## config.mk

```make
export PLATFORM = sky130hd
export DESIGN_NAME = bf24_float_adder_flat
export DESIGN_NICKNAME = d
export VERILOG_FILES = /design/src/rtl/core/bf24_pkg.sv /design/src/rtl/core/bf24_if.sv /design/src/rtl/core/bf24_norm.sv /design/src/rtl/core/bf24_float_adder.sv /design/src/flat_wrapper.sv
export VERILOG_INCLUDE_DIRS = /design/src /design/src/rtl/core
export SDC_FILE = /design/constraint.sdc
export NUM_CORES = 1
export LEC_CHECK = 0
export BUFFER_PORTS_ARGS = -buffer_cell sky130_fd_sc_hd__buf_4
export CORE_UTILIZATION = 50
export CTS_CLUSTER_SIZE = 10
export DETAILED_ROUTE_END_ITERATION = 6
export PLACE_DENSITY = 0.71
export SLEW_MARGIN = 25
export SYNTH_ARGS = -nofsm -noshare
export SYNTH_HDL_FRONTEND = slang
export SYNTH_SLANG_ARGS = --single-unit
```

## constraint.sdc

```tcl
create_clock -name clk -period 15 [get_ports clk]
set_input_delay 2.25 -clock clk [delete_from_list [all_inputs] [get_ports clk]]
set_output_delay 2.25 -clock clk [all_outputs]
set_load 0.02 [all_outputs]
```

## src/rtl/core/bf24_float_adder_macros.svh

```systemverilog
// assertion macros used by the float adder
`ifndef BF24_FLOAT_ADDER_MACROS_SVH
`define BF24_FLOAT_ADDER_MACROS_SVH

// same-cycle implication, checked outside reset
`define BF24_ASSERT_NOW(lbl, ante, cons, msg) \
	lbl: assert property (@(posedge clk) disable iff (!arst_n) (ante) |-> (cons)) \
		else $error(msg);

// next-cycle implication, checked outside reset
`define BF24_ASSERT_NEXT(lbl, ante, cons, msg) \
	lbl: assert property (@(posedge clk) disable iff (!arst_n) (ante) |=> (cons)) \
		else $error(msg);

`endif

```

## src/rtl/core/bf24_pkg.sv

```systemverilog
package bf24_pkg;

	localparam int unsigned WORD_W  = 24;
	localparam int unsigned MANT_W  = 15;
	localparam int unsigned EXP_W   = 8;
	localparam int unsigned SIG_W   = 16;
	localparam int unsigned ALIGN_W = 32;
	localparam int unsigned SUM_W   = 33;
	localparam int unsigned LEAD_W  = 6;

	localparam logic [WORD_W-1:0] NEG_ZERO  = 24'h800000;
	localparam logic [WORD_W-1:0] QNAN_OUT  = 24'h7fffff;
	localparam logic [EXP_W-1:0]  EXP_MAX   = 8'hff;
	localparam logic [LEAD_W-1:0] SHIFT_CAP = 6'd32;
	localparam logic              ZERO_MODE_RESET = 1'b1;

	// normalized result kind
	typedef enum logic {
		CLS_PLAIN,
		CLS_ROUND
	} norm_cls_t;

	// normalizer result handed to the rounding stage
	typedef struct packed {
		norm_cls_t          cls;
		logic [EXP_W-1:0]   exp;
		logic [SIG_W-1:0]   man;
		logic               rnd;
	} norm_t;

endpackage

```

## src/rtl/core/bf24_if.sv

```systemverilog
// operand pair request channel
interface bf24_in_if;
	logic                          valid;
	logic                          ready;
	logic [bf24_pkg::WORD_W-1:0]   a_operand;
	logic [bf24_pkg::WORD_W-1:0]   b_operand;
	modport source (output valid, a_operand, b_operand, input ready);
	modport sink (input valid, a_operand, b_operand, output ready);
endinterface

// sum result channel
interface bf24_out_if;
	logic                          valid;
	logic                          ready;
	logic [bf24_pkg::WORD_W-1:0]   sum_result;
	modport source (output valid, sum_result, input ready);
	modport sink (input valid, sum_result, output ready);
endinterface

```

## src/rtl/core/bf24_norm.sv

```systemverilog
module bf24_norm (
	input  logic [bf24_pkg::SUM_W-1:0] rs,
	input  logic [bf24_pkg::EXP_W-1:0] rexp,
	output bf24_pkg::norm_t            norm
);

	logic [bf24_pkg::LEAD_W-1:0] lead;
	logic signed [9:0]           e;
	logic [4:0]                  drop;
	logic [bf24_pkg::SUM_W-1:0]  shifted;
	logic [bf24_pkg::SUM_W-1:0]  stick_mask;
	logic [bf24_pkg::EXP_W-1:0]  dsh;
	logic [14:0]                 dman;
	logic [bf24_pkg::SIG_W-1:0]  lman;

	// leading one position
	always_comb begin
		lead = '0;
		for (int i = 1; i < bf24_pkg::SUM_W; i++) begin
			if (rs[i]) lead = bf24_pkg::LEAD_W'(i);
		end
	end

	// normalize and prepare rounding
	always_comb begin
		e          = $signed({2'b00, rexp}) + $signed({4'b0000, lead}) - 10'sd31;
		drop       = 5'(lead - 6'd15);
		shifted    = rs >> drop;
		stick_mask = (33'd1 << (drop - 5'd1)) - 33'd1;
		dsh        = rexp - 8'd1;
		dman       = (dsh < 8'd15) ? 15'(rs[30:16] << dsh[3:0]) : 15'd0;
		lman       = 16'(rs[15:0] << (6'd15 - lead));
		norm.cls   = bf24_pkg::CLS_PLAIN;
		norm.exp   = '0;
		norm.man   = '0;
		norm.rnd   = 1'b0;
		if (lead == '0) begin
			norm.man = rs[15:0];
		end else if (e <= 10'sd0) begin
			norm.man = {1'b0, dman};
		end else if (e >= 10'sd255) begin
			norm.exp = bf24_pkg::EXP_MAX;
			norm.man = 16'h8000;
		end else if (lead > 6'd15) begin
			norm.cls = bf24_pkg::CLS_ROUND;
			norm.exp = e[7:0];
			norm.man = shifted[15:0];
			norm.rnd = rs[drop - 5'd1] & ((|(rs & stick_mask)) | shifted[0]);
		end else begin
			norm.exp = e[7:0];
			norm.man = lman;
		end
	end

endmodule

```

## src/rtl/core/bf24_float_adder.sv

```systemverilog
// bf24 float adder: adds two 24-bit floats (sign, 8-bit exponent, 15-bit mantissa) with
// round to nearest even. Five register stages (decode, align, add, normalize, round/pack);
// one operand pair is taken every cycle while the output is not stalled, and its sum
// leaves through the stage 5 register. The whole pipeline advances together, so a stall at the
// output holds every stage in place.
// zero_rule_mode (reset 1) makes a minus zero partner of a plus zero operand give plus zero.
`include "bf24_float_adder_macros.svh"

module bf24_float_adder (
	input  logic                          clk,
	input  logic                          arst_n,
	input  logic                          cfg_wr_en,
	input  logic                          cfg_wr_data,
	bf24_in_if.sink                       in_ch,
	bf24_out_if.source                    out_ch
);

	logic zero_rule_mode_q;
	logic adv;

	logic v_s1, v_s2, v_s3, v_s4, v_s5;

	logic                         sp_s1, sp_s2, sp_s3, sp_s4;
	logic [bf24_pkg::WORD_W-1:0]  spv_s1, spv_s2, spv_s3, spv_s4;
	logic                         sbig_s1, sbig_s2;
	logic                         ssml_s1, ssml_s2;
	logic [bf24_pkg::SIG_W-1:0]   big_s1, big_s2;
	logic [bf24_pkg::SIG_W-1:0]   sml_s1;
	logic [bf24_pkg::ALIGN_W-1:0] sml_s2;
	logic [bf24_pkg::LEAD_W-1:0]  sh_s1;
	logic [bf24_pkg::EXP_W-1:0]   rexp_s1, rexp_s2, rexp_s3;
	logic [bf24_pkg::SUM_W-1:0]   rs_s3;
	logic                         rb_s3, rb_s4;
	bf24_pkg::norm_t              norm_s4;
	logic [bf24_pkg::WORD_W-1:0]  sum_s5;

	// decode signals
	logic [bf24_pkg::WORD_W-1:0]  a, b;
	logic [bf24_pkg::EXP_W-1:0]   ea, eb, eae, ebe, diff;
	logic                         a_ge, nan_a, nan_b;
	logic                         sp_d;
	logic [bf24_pkg::WORD_W-1:0]  spv_d;
	logic [bf24_pkg::ALIGN_W-1:0] big32;
	logic [bf24_pkg::SUM_W-1:0]   rs_d;
	logic                         rb_d;
	bf24_pkg::norm_t              norm_d;
	logic [bf24_pkg::SIG_W:0]     rnd_sum;
	logic [bf24_pkg::EXP_W-1:0]   fexp;
	logic [bf24_pkg::SIG_W-1:0]   fman;

	// whole pipeline moves when the output slot frees up
	assign adv          = !v_s5 || out_ch.ready;
	assign in_ch.ready  = adv;
	assign out_ch.valid = v_s5;
	assign out_ch.sum_result = sum_s5;

	// mode register
	always_ff @(posedge clk or negedge arst_n) begin
		if (!arst_n) begin
			zero_rule_mode_q <= bf24_pkg::ZERO_MODE_RESET;
		end else if (cfg_wr_en) begin
			zero_rule_mode_q <= cfg_wr_data;
		end
	end

	// valid bits
	always_ff @(posedge clk or negedge arst_n) begin
		if (!arst_n) begin
			v_s1 <= 1'b0;
			v_s2 <= 1'b0;
			v_s3 <= 1'b0;
			v_s4 <= 1'b0;
			v_s5 <= 1'b0;
		end else if (adv) begin
			v_s1 <= in_ch.valid;
			v_s2 <= v_s1;
			v_s3 <= v_s2;
			v_s4 <= v_s3;
			v_s5 <= v_s4;
		end
	end

	// stage 1: decode, special cases, exponent difference
	always_comb begin
		a     = in_ch.a_operand;
		b     = in_ch.b_operand;
		ea    = a[22:15];
		eb    = b[22:15];
		eae   = (ea == '0) ? 8'd1 : ea;
		ebe   = (eb == '0) ? 8'd1 : eb;
		a_ge  = eae >= ebe;
		diff  = a_ge ? (eae - ebe) : (ebe - eae);
		nan_a = (ea == bf24_pkg::EXP_MAX) && (a[14:0] != '0);
		nan_b = (eb == bf24_pkg::EXP_MAX) && (b[14:0] != '0);
		sp_d  = 1'b1;
		spv_d = '0;
		if (a == '0) begin
			spv_d = (zero_rule_mode_q && b == bf24_pkg::NEG_ZERO) ? '0 : b;
		end else if (b == '0) begin
			spv_d = (zero_rule_mode_q && a == bf24_pkg::NEG_ZERO) ? '0 : a;
		end else if (nan_a || nan_b) begin
			spv_d = bf24_pkg::QNAN_OUT;
		end else if (ea == bf24_pkg::EXP_MAX && eb == bf24_pkg::EXP_MAX && a[23] != b[23]) begin
			spv_d = bf24_pkg::QNAN_OUT;
		end else if (ea == bf24_pkg::EXP_MAX) begin
			spv_d = a;
		end else if (eb == bf24_pkg::EXP_MAX) begin
			spv_d = b;
		end else begin
			sp_d = 1'b0;
		end
	end

	always_ff @(posedge clk) begin
		if (adv) begin
			sp_s1   <= sp_d;
			spv_s1  <= spv_d;
			sbig_s1 <= a_ge ? a[23] : b[23];
			ssml_s1 <= a_ge ? b[23] : a[23];
			big_s1  <= a_ge ? {ea != '0, a[14:0]} : {eb != '0, b[14:0]};
			sml_s1  <= a_ge ? {eb != '0, b[14:0]} : {ea != '0, a[14:0]};
			rexp_s1 <= a_ge ? eae : ebe;
			sh_s1   <= (diff > 8'(bf24_pkg::SHIFT_CAP)) ? bf24_pkg::SHIFT_CAP : diff[5:0];
		end
	end

	// stage 2: align the smaller operand
	always_ff @(posedge clk) begin
		if (adv) begin
			sp_s2   <= sp_s1;
			spv_s2  <= spv_s1;
			sbig_s2 <= sbig_s1;
			ssml_s2 <= ssml_s1;
			big_s2  <= big_s1;
			sml_s2  <= {sml_s1, 16'h0000} >> sh_s1;
			rexp_s2 <= rexp_s1;
		end
	end

	// stage 3: add or subtract magnitudes
	always_comb begin
		big32 = {big_s2, 16'h0000};
		if (sbig_s2 == ssml_s2) begin
			rs_d = {1'b0, big32} + {1'b0, sml_s2};
			rb_d = sbig_s2;
		end else if (big32 > sml_s2) begin
			rs_d = {1'b0, big32 - sml_s2};
			rb_d = sbig_s2;
		end else if (big32 < sml_s2) begin
			rs_d = {1'b0, sml_s2 - big32};
			rb_d = ssml_s2;
		end else begin
			rs_d = '0;
			rb_d = 1'b0;
		end
	end

	always_ff @(posedge clk) begin
		if (adv) begin
			sp_s3   <= sp_s2;
			spv_s3  <= spv_s2;
			rs_s3   <= rs_d;
			rb_s3   <= rb_d;
			rexp_s3 <= rexp_s2;
		end
	end

	// stage 4: normalize
	bf24_norm u_norm (
		.rs   (rs_s3),
		.rexp (rexp_s3),
		.norm (norm_d)
	);

	always_ff @(posedge clk) begin
		if (adv) begin
			sp_s4   <= sp_s3;
			spv_s4  <= spv_s3;
			rb_s4   <= rb_s3;
			norm_s4 <= norm_d;
		end
	end

	// stage 5: round and pack
	always_comb begin
		rnd_sum = {1'b0, norm_s4.man} + {16'h0000, norm_s4.rnd};
		fexp    = norm_s4.exp;
		fman    = norm_s4.man;
		if (norm_s4.cls == bf24_pkg::CLS_ROUND) begin
			if (rnd_sum[16]) begin
				fman = rnd_sum[16:1];
				fexp = norm_s4.exp + 8'd1;
			end else begin
				fman = rnd_sum[15:0];
			end
		end
	end

	always_ff @(posedge clk) begin
		if (adv) begin
			sum_s5 <= sp_s4 ? spv_s4 : {rb_s4, fexp, fman[14:0]};
		end
	end

	// pipeline checks
	`BF24_ASSERT_NEXT(a_s1_to_s2, adv && v_s1, v_s2, "stage 1 item lost on advance")
	`BF24_ASSERT_NEXT(a_stall_hold, !adv, $stable(v_s4) && $stable(sum_s5), "stall moved pipeline")
	`BF24_ASSERT_NOW(a_inf_round, v_s4 && !sp_s4 && norm_s4.exp == bf24_pkg::EXP_MAX,
		norm_s4.cls == bf24_pkg::CLS_PLAIN, "overflow path reached rounding")

endmodule
```

## src/flat_wrapper.sv

```systemverilog
// flat-port wrapper written by rule: the top's interface ports become plain ports
module bf24_float_adder_flat 
  (clk, arst_n, cfg_wr_en, cfg_wr_data, in_ch_valid, in_ch_a_operand, in_ch_b_operand, in_ch_ready, out_ch_valid, out_ch_sum_result, out_ch_ready);
  bf24_in_if in_ch_i ();
  bf24_out_if out_ch_i ();
  input  logic clk;
  input  logic arst_n;
  input  logic cfg_wr_en;
  input  logic cfg_wr_data;
  input wire logic [$bits(in_ch_i.valid)-1:0] in_ch_valid;
  input wire logic [$bits(in_ch_i.a_operand)-1:0] in_ch_a_operand;
  input wire logic [$bits(in_ch_i.b_operand)-1:0] in_ch_b_operand;
  output wire logic [$bits(in_ch_i.ready)-1:0] in_ch_ready;
  output wire logic [$bits(out_ch_i.valid)-1:0] out_ch_valid;
  output wire logic [$bits(out_ch_i.sum_result)-1:0] out_ch_sum_result;
  input wire logic [$bits(out_ch_i.ready)-1:0] out_ch_ready;
  assign in_ch_i.valid = in_ch_valid;
  assign in_ch_i.a_operand = in_ch_a_operand;
  assign in_ch_i.b_operand = in_ch_b_operand;
  assign in_ch_ready = in_ch_i.ready;
  assign out_ch_valid = out_ch_i.valid;
  assign out_ch_sum_result = out_ch_i.sum_result;
  assign out_ch_i.ready = out_ch_ready;
  bf24_float_adder u_core (.clk(clk), .arst_n(arst_n), .cfg_wr_en(cfg_wr_en), .cfg_wr_data(cfg_wr_data), .in_ch(in_ch_i), .out_ch(out_ch_i));
endmodule
```

==> results_dict.tcl, run 1 <==
set metrics [dict create \
    status "finished clean" \
    fp.coreArea_sq_um 41900 \
    ctsResizeCount 0 \
    skew_ns 0.0344 \
    max_freq_ghz 0.138 \
    gp_congestion 0.960 \
    ios 80 \
    yosys-mux-area-fraction_pct 10.1 \
    synth.net_count 2370 \
    wl_per_cell_microns 22.9 \
    cp-start-kind "register" \
    cts_sinks 305 \
    grt_pass1_wl_microns 97600 \
    dr.pass1.iters 6 \
    fillCellCount 3680 \
    syn_area_sq_um 21300 \
    start_util_pct 50.8 \
    synth_top_family_by_area "compound AO/OA/AOI/OAI gates" \
    tns_ns 0 \
    rsz0062_at_grt "false" \
    totalWireLength_microns 63300 \
    port_buffers 79 \
    synthCells 2224 \
    multi_input_area_sq_um 11200 \
    cts_tree "built" \
    die_area_sq_um 43400 \
    postCtsSetupRepairBufs 0 \
    root_buffer "clkbuf_16" \
    synthDistinctLibCells 97 \
    grt_max_degree 165 \
    hpwlAfterDp_microns 46900 \
    drc_errors 0 \
    cts_max_level 2 \
    dp_cells 2703 \
    globalRouteOverflowTotal 0 \
    cts.path.max_buffers 3 \
    grt_pass1_vias 16550 \
    cp.required_ns 15.28 \
    via_per_inst 6.33 \
    clkSlewWorstSetupHoldPaths_ns 0.06 \
    ant_nets 0 \
    nNetsFinal 2351 \
    setup_violations 0 \
    synth-seq-cells 305 \
    die_width_microns 208 \
    cap_violations 0 \
    syn_area_per_cell_sq_um 9.57 \
    relSlewSlack_pct 30.5 \
    clk_latency_ns 0.56 \
    synth_adder_area_share_pct 5.58 \
    cp_max_fo 55 \
    synth-compound-area-share_pct 18.4 \
    async_flop_share_pct 1.97 \
    drive_gt1_share_pct 12.2 \
    die_h_microns 208 \
    row_count 75 \
    finalHoldViolCount 0 \
    synth_xor_area_share_pct 2.75 \
    fin_cells 2760 \
    drt_iter0_markers 1862 \
    synthSimpleGateAreaFrac_pct 15.3 \
    vias 17480 \
    ys.flop_type "edfxtp_1" \
    cts_made_buffers 37 \
    syn_to_final_growth_pct 9.33 \
    tightest_slew_ns 1.04 \
    drv_slew 0 \
    ys_seq_area_share_pct 42.9 \
    endpoint_kind "register" \
    holdWs_ns 0.407 \
    antenna_cells 0 \
    yosysWarnings 0 \
    antenna_found_initial 0 \
    ctsHoldBuffers 0 \
    period_share_pct 48.3 \
    synth-edff-count 299 \
    track_usage_pct 29.1 \
    register_area_sq_um 9130 \
    hold_class "reg -> reg" \
    worstPathArrival_ns 7.53 \
    crit_type "reg -> reg" \
    period_needed_ns 7.25 \
]
## kinds of logic after synthesis
logic type,Yosys count
AOI/OAI and AO/OA,597
and+or+nand+nor,716
adders and majority gates,92
muxes,174
xor gates and xnor gates,66
DFF,305
buffers and inverters,274
## stage by stage
step           util (%)  worst slack, ns  instance area [sq um]
2_1_floorplan         -             2.03                  21300
3_3_place_gp       52.8             7.51                  22200
3_5_place_dp       52.8             7.71                  22200
4_1_cts            55.4             7.68                  23200
5_1_grt            55.5             7.58                  23300
6_report           55.5             7.75                  23300
## area by class of cell
cell class	instances	area share [%]
clock buffers	48	4.15
clock inverters	7	0.462
inverters	111	1.81
multi-input cells	1645	47.9
flip-flops and latches	305	39.2
well taps	539	2.90
repair buffers	105	3.54
## cells in the final DEF (no fill, tap or decap), drive strengths merged, types with 31 or more instances in the layout
cell type / Yosys / final
a21oi: 155 / 155
mux2: 51 / 51
mux2i: 96 / 96
inv: 108 / 108
xnor2: 40 / 40
buf: 22 / 105
nor3: 50 / 50
nand2: 257 / 257
nand3: 31 / 31
a21o: 31 / 31
nor2: 211 / 211
o21ai: 160 / 160
edfxtp: 299 / 299
clkbuf: 141 / 48
ha: 87 / 87
## synthesized netlist by cell type, types with 39 or more instances
library cell,count,share of area [%]
edfxtp_1,299,42
nand2_1,257,4.5
nor2_1,211,3.7
o21ai_0,158,3.7
a21oi_1,154,3.6
clkbuf_1,141,2.5
inv_1,107,1.9
mux2i_1,95,4.5
ha_1,87,5.1
mux2_2,51,2.7
nor3_1,49,1.2
xnor2_1,39,1.6
## layer usage
layer | up-vias | global-route usage (%) | share of wire [%]
met2 | 730 | 46.3 | 46
met3 | 121 | 4.33 | 6.9
met1 | 8441 | 39.7 | 43
met4 | 0 | 11.9 | 4.0
met5 | - | 0 | 0
li1 | 8188 | - | -
## state kept, by name, summed over array words and instances (netlist names), 6 cells and up
register                  flops
u_core.out_ch.sum_result     24
u_core.big_s1                16
u_core.norm_s4               26
u_core.sml_s2                32
u_core.big_s2                16
u_core.spv_s4                24
u_core.rs_s3                 33
u_core.sh_s1                  6
u_core.spv_s1                24
u_core.rexp_s2                8
u_core.rexp_s3                8
u_core.spv_s3                24
u_core.spv_s2                24
u_core.sml_s1                16
u_core.rexp_s1                8
## critical path, stage by stage, from the launching register on
cell and delay (ns):
edfxtp_1 0.65, inv_1 0.50, o21ai_0 0.25, a211o_2 0.33, inv_2 0.05, buf_4 0.56, ha_1 0.44, inv_1 0.19
o21a_1 0.23, a221o_1 0.30, nor2_2 0.62, a22oi_2 0.34, nor2_1 0.22, nand2_1 0.08, ha_1 0.32, inv_1 0.04
a222oi_1 0.37, nand4_1 0.16, a2111oi_1 0.53, o2111ai_1 0.23, a2111oi_2 0.38, a211oi_1 0.13
## final timing paths
path	startpoint	end	slack, ns	depth (start not counted)
max reg2reg	u_core.rs_s3[32]	u_core.norm_s4[0]	7.75	21
max in group asynchronous	arst_n	u_core.zero_rule_mode_q	13.31	1
min reg2reg	u_core.spv_s1[2]	u_core.spv_s2[2]	0.41	0
min	u_core.spv_s1[2]	u_core.spv_s2[2]	0.41	0
max	u_core.rs_s3[32]	u_core.norm_s4[0]	7.75	21
min in group asynchronous	arst_n	u_core.v_s1	1.49	1
Power of run 1 is not shown: default switching activity piles up to over one toggle a cycle in this logic, so the estimate is an artifact.
==> run 2, diff against run 1 <==
==> constraint.sdc (replaced) <==
create_clock -name clk -period 7.15 [get_ports clk]
set_input_delay 1.0725 -clock clk [delete_from_list [all_inputs] [get_ports clk]]
set_output_delay 1.0725 -clock clk [all_outputs]
set_load 0.02 [all_outputs]
==> run 2 against run 1 <==
Net effect:
- worst setup slack got worse by 6.8 ns
- register-to-register slack got worse by 6.8 ns
- die area did not move
- global-route usage fell by 1.4 points
- via count rose by 1.2%
- critical path depth fell by 1
- non-clock buffer count rose by 12
- utilization rose by 0.19 points
- critical endpoint is now u_core.norm_s4[2]
- highest routed layer unchanged
==> results_dict.tcl, run 2 (synthesized netlist as in run 1, its figures left out) <==
set metrics [dict create \
    clk_latency_ns 0.54 \
    top_regs "u_core.rs_s3 (33), u_core.sml_s2 (32), u_core.norm_s4 (26)" \
    cp_max_fo 39 \
    grt_max_degree 161 \
    port_buffers 79 \
    postCtsSetupRepairBufs 0 \
    drive_gt1_share_pct 12.7 \
    row_count 75 \
    cpMaxStageDelayCell "edfxtp_1" \
    max_stage_delay_ns 0.61 \
    ctsResizeCount 0 \
    grt_pass1_vias 16437 \
    register_area_sq_um 9130 \
    drv_slew 0 \
    status "finished clean" \
    cts_sinks 305 \
    hold_class "in -> async" \
    cp-start-kind "register" \
    fin_util_pct 55.7 \
    globalRouteOverflowTotal 0 \
    max_freq_ghz 0.162 \
    period_share_pct 86.6 \
    top_register "u_core.rs_s3" \
    totalWireLength_microns 60300 \
    crit_chain "or2_1 > o41a_1 > a21oi_2 > or2_4 > clkinv_4 > ha_1 > inv_1 > fa_1 > inv_1 > a21oi_1 > o21bai_1 > a21o_1 > a21o_1 > xor2_1 > or4_1 > o21bai_1 > or3_1 > inv_1 > a221oi_1 > o31ai_1" \
    antenna_found_initial 0 \
    syn_to_final_growth_pct 9.70 \
    hpwlAfterDp_microns 44500 \
    cts_tree "built" \
    rsz0062_at_grt "false" \
    layout_commonest_cell "edfxtp_1" \
    fillCellCount 3662 \
    cap_violations 0 \
    worstPathArrival_ns 6.45 \
    drc_errors 0 \
    finalHoldViolCount 0 \
    setup_violations 0 \
    die_h_microns 208 \
    cts_made_buffers 38 \
    cts_max_level 2 \
    cp.required_ns 7.41 \
    grt_pass1_wl_microns 93900 \
    antenna_cells 0 \
    final_cell_mix "299 x edfxtp_1, 257 x nand2_1, 211 x nor2_1" \
    period_needed_ns 6.19 \
    relSlewSlack_pct 30.3 \
    r2r_slack_ns 0.96 \
    largest_reg_flops 33 \
    die_area_sq_um 43400 \
    vias 17683 \
    wl_per_cell_microns 21.8 \
    drt_iter0_markers 2134 \
    tns_ns 0 \
    multi_input_area_sq_um 11200 \
    ios 80 \
    ant_nets 0 \
    gp_congestion 0.986 \
    root_buffer "clkbuf_16" \
    die_width_microns 208 \
    critPathMostFrequentCell "inv_1" \
    skew_ns 0.0300 \
    endpoint_kind "register" \
    fp.coreArea_sq_um 41900 \
    start_util_pct 50.8 \
    track_usage_pct 27.6 \
    ctsHoldBuffers 0 \
    cts.path.max_buffers 3 \
    crit_type "reg -> reg" \
    clkSlewWorstSetupHoldPaths_ns 0.05 \
    nNetsFinal 2364 \
    dr.pass1.iters 7 \
    tightest_slew_ns 1.05 \
    via_per_inst 6.39 \
]
-- run 2: cell count changes in the layout (fill, tap and decap cells not counted), moves of 2 or more --
| cell | delta |
|---|---|
| clkinv_2 | -3 |
| clkinv_1 | +4 |
| buf_4 | +14 |
| clkbuf_1 | -9 |
| inv_16 | +2 |
-- run 2: final cells by class --
cell class,instances,area share (%)
Timing Repair Buffer,117,3.81
Tap cell,539,2.89
Sequential cell,305,39.1
Clock inverter,10,0.504
Clock buffer,40,4.10
Inverter,111,1.81
Multi-Input combinational cell,1645,47.8
-- run 2: worst paths after layout --
path                                        from                      end  depth (start not counted)
min in group clk                u_core.spv_s2[8]         u_core.spv_s3[8]                          0
worst max register to register  u_core.rs_s3[20]        u_core.norm_s4[2]                         20
max in group asynchronous                 arst_n  u_core.zero_rule_mode_q                          1
worst min-delay path                      arst_n              u_core.v_s1                          1
worst min register to register  u_core.spv_s2[8]         u_core.spv_s3[8]                          0
worst max-delay path            u_core.rs_s3[20]        u_core.norm_s4[2]                         20
-- run 2: layer usage --
layer / routed length (microns) / vias up / GRT usage [%]
li1: - / 8195 / -
met1: 25400 / 8408 / 38.1
met2: 27200 / 900 / 42.7
met3: 4600 / 180 / 3.68
met4: 3170 / 0 / 13.9
met5: 0 / - / 0
-- run 2: through the flow --
| stage | instance area (sq um) | hold WS [ns] | instances | setup slack, ns |
|---|---|---|---|---|
| floorplan | 21300 | 0.400 | 2224 | 0.544 |
| global placement | 22300 | 0.402 | 2717 | 1.14 |
| detailed placement | 22300 | 0.405 | 2717 | 1.09 |
| CTS | 23300 | 0.307 | 2767 | 1.09 |
| global route | 23400 | 0.320 | 2767 | 0.515 |
| finish | 23400 | 0.330 | 2767 | 0.961 |
-- run 2: critical path, delay by kind of cell, from the launching register on --
kind	cells	cell delay (ns)
flops	1	0.61
fa+ha+maj	2	0.82
simple gates	4	1.74
buf+inv	4	0.55
xor+xnor	1	0.10
compound gates	9	2.10
Power of run 2 is left out for the same reason.
==> run 3, diff against run 2 <==
--- a/config.mk
+++ b/config.mk
@@ -8,9 +8,9 @@
 export LEC_CHECK = 0
 export BUFFER_PORTS_ARGS = -buffer_cell sky130_fd_sc_hd__buf_4
 export CORE_UTILIZATION = 50
-export CTS_CLUSTER_SIZE = 10
+export CTS_CLUSTER_SIZE = 24
 export DETAILED_ROUTE_END_ITERATION = 6
-export PLACE_DENSITY = 0.71
+export PLACE_DENSITY = 0.73
 export SLEW_MARGIN = 25
 export SYNTH_ARGS = -nofsm -noshare
 export SYNTH_HDL_FRONTEND = slang
==> constraint.sdc (replaced) <==
create_clock -name clk -period 5.4 [get_ports clk]
set_input_delay 0.81 -clock clk [delete_from_list [all_inputs] [get_ports clk]]
set_output_delay 0.81 -clock clk [all_outputs]
set_load 0.02 [all_outputs]
==> run 3 against run 2 <==
Net effect:
- the run now ends with DRC, setup timing left
- register-to-register slack worse by 0.97 ns
- wire length up 2.3%
- critical path depth rose by 3
- critical path type unchanged
- critical endpoint is now u_core.norm_s4[0]
- largest cell class unchanged
==> results_dict.tcl, run 3 (synthesized netlist as in run 1, its figures left out) <==
set metrics [dict create \
    critPathMostFrequentCell "buf_4" \
    die_width_microns 208 \
    globalRouteOverflowTotal 0 \
    drt_iter0_markers 2234 \
    antenna_found_initial 0 \
    reg2reg_from "u_core.rs_s3[22]" \
    finalHoldViolCount 0 \
    final_cell_mix "299 x edfxtp_1, 257 x nand2_1, 208 x nor2_1" \
    holdPathStages 0 \
    nNetsFinal 2420 \
    gp_congestion 0.988 \
    vias 17944 \
    dp_cells 2772 \
    holdPathEnd "u_core.big_s2[12]" \
    fillCellCount 3593 \
    ant_nets 0 \
    layout_commonest_cell "edfxtp_1" \
    clkSlewWorstSetupHoldPaths_ns 0.07 \
    hold_class "reg -> reg" \
    rsz0062_at_grt "true" \
    r2r_slack_ns -0.01 \
    cp_max_fo 13 \
    skew_ns 0.0177 \
    worstPathArrival_ns 5.74 \
    cp-start-kind "register" \
    antenna_cells 0 \
    cts_made_buffers 31 \
    wl_per_cell_microns 21.8 \
    clk_latency_ns 0.58 \
    drv_slew 0 \
    via_per_inst 6.33 \
    cpMaxStageDelayCell "a2111oi_4" \
    largest_reg_flops 33 \
    cts_max_level 1 \
    dr.pass1.iters 7 \
    die_area_sq_um 43400 \
    top_regs "u_core.rs_s3 (33), u_core.sml_s2 (32), u_core.norm_s4 (26)" \
    cts.path.max_buffers 3 \
    cts_sinks 305 \
    grt_pass1_wl_microns 95300 \
    relSlewSlack_pct 33.8 \
    die_h_microns 208 \
    crit_type "reg -> reg" \
    drive_gt1_share_pct 15.6 \
    max_freq_ghz 0.185 \
    endpoint_kind "register" \
    period_needed_ns 5.41 \
    crit_chain "buf_4 > a21boi_0 > a21boi_0 > a211o_4 > inv_4 > ha_2 > inv_2 > o21a_1 > a221o_1 > o21ai_2 > a22oi_2 > nor2_2 > nand2_1 > ha_2 > o31a_1 > buf_4 > buf_4 > o221a_2 > xor2_1 > a211o_1 > a2111oi_4 > a211oi_2 > buf_4" \
    worstHoldStart "u_core.big_s1[12]" \
    track_usage_pct 28.0 \
    max_stage_delay_ns 0.54 \
    period_share_pct 100 \
    fin_cells 2836 \
    dp_slack_ns -0.105 \
    cts_tree "built" \
    grt_pass1_vias 16916 \
    placed_area_sq_um 22700 \
    cp.required_ns 5.73 \
    root_buffer "clkbuf_16" \
    fp.coreArea_sq_um 41900 \
    fin_ws_ns -0.0107 \
    tightest_slew_ns 0.993 \
    status "finished with violations" \
    violations "DRC, setup timing" \
    drc_errors 1 \
    crit_start "u_core.rs_s3[22]" \
    crit_buf_inv 6 \
    start_util_pct 50.8 \
    setup_violations 1 \
    syn_to_final_growth_pct 12.2 \
    totalWireLength_microns 61700 \
    grt_max_degree 190 \
    top_register "u_core.rs_s3" \
    r2r_cells 23 \
    hpwlAfterDp_microns 46400 \
    crit_family "compound AO/OA/AOI/OAI gates" \
    r2r-end "u_core.norm_s4[0]" \
    ios 80 \
    row_count 75 \
    cap_violations 0 \
    stdcell_area_sq_um 23900 \
    port_buffers 79 \
]
## run 3: cell count changes in the layout (fill, tap and decap cells not counted), moves of 3 or more
| cell | delta |
|---|---|
| buf_4 | +61 |
| clkinv_2 | +3 |
| clkbuf_16 | -7 |
| nor4_1 | -3 |
| clkbuf_1 | +5 |
| nor2_1 | -3 |
## run 3: per-stage QoR
stage	util [%]	TNS [ns]	hold slack, ns
after detailed placement	54.2	-0.105	0.405
after floorplan	-	0	0.400
after global routing	56.9	-0.453	0.414
final	56.9	-0.0107	0.410
after global placement	54.2	-0.0707	0.402
after CTS	56.6	0	0.414
## run 3: area by class of cell
cell class	instances	area [sq um]	share of cell area (%)
multi-input cells	1645	11300	47.3
flip-flops and latches	305	9130	38.2
repair buffers	180	1370	5.74
clock buffers	38	802	3.36
well taps	539	674	2.82
inverters	111	424	1.78
clock inverters	18	190	0.796
## run 3: metal layers
metal	vias up	wire, microns	global-route usage (%)
li1	8317	-	-
met1	8484	25000	37.7
met2	966	28900	45.6
met3	177	5050	3.23
met4	0	2780	12.3
met5	-	0	0
## run 3: what timing repair did
| item | in CTS | in global routing |
|---|---|---|
| buffers inserted | 0 | 7 |
| hold buffers | 1 | 0 |
| pin swaps | 0 | 7 |
| setup endpoints to repair | 1 | 10 |
| resized for setup | 1 | 15 |
| endpoints found under the hold margin | 4 | 0 |
## run 3: how the worst max path moves through the flow
| stage | end | cells past startpoint |
|---|---|---|
| 2_1_floorplan | u_core.norm_s4[14] | 25 |
| 3_3_place_gp | u_core.norm_s4[0] | 22 |
| 3_5_place_dp | u_core.norm_s4[0] | 20 |
| 4_1_cts | u_core.norm_s4[0] | 20 |
| 5_1_grt | u_core.norm_s4[0] | 24 |
| 6_report | u_core.norm_s4[0] | 23 |
Power of run 3 is left out for the same reason.
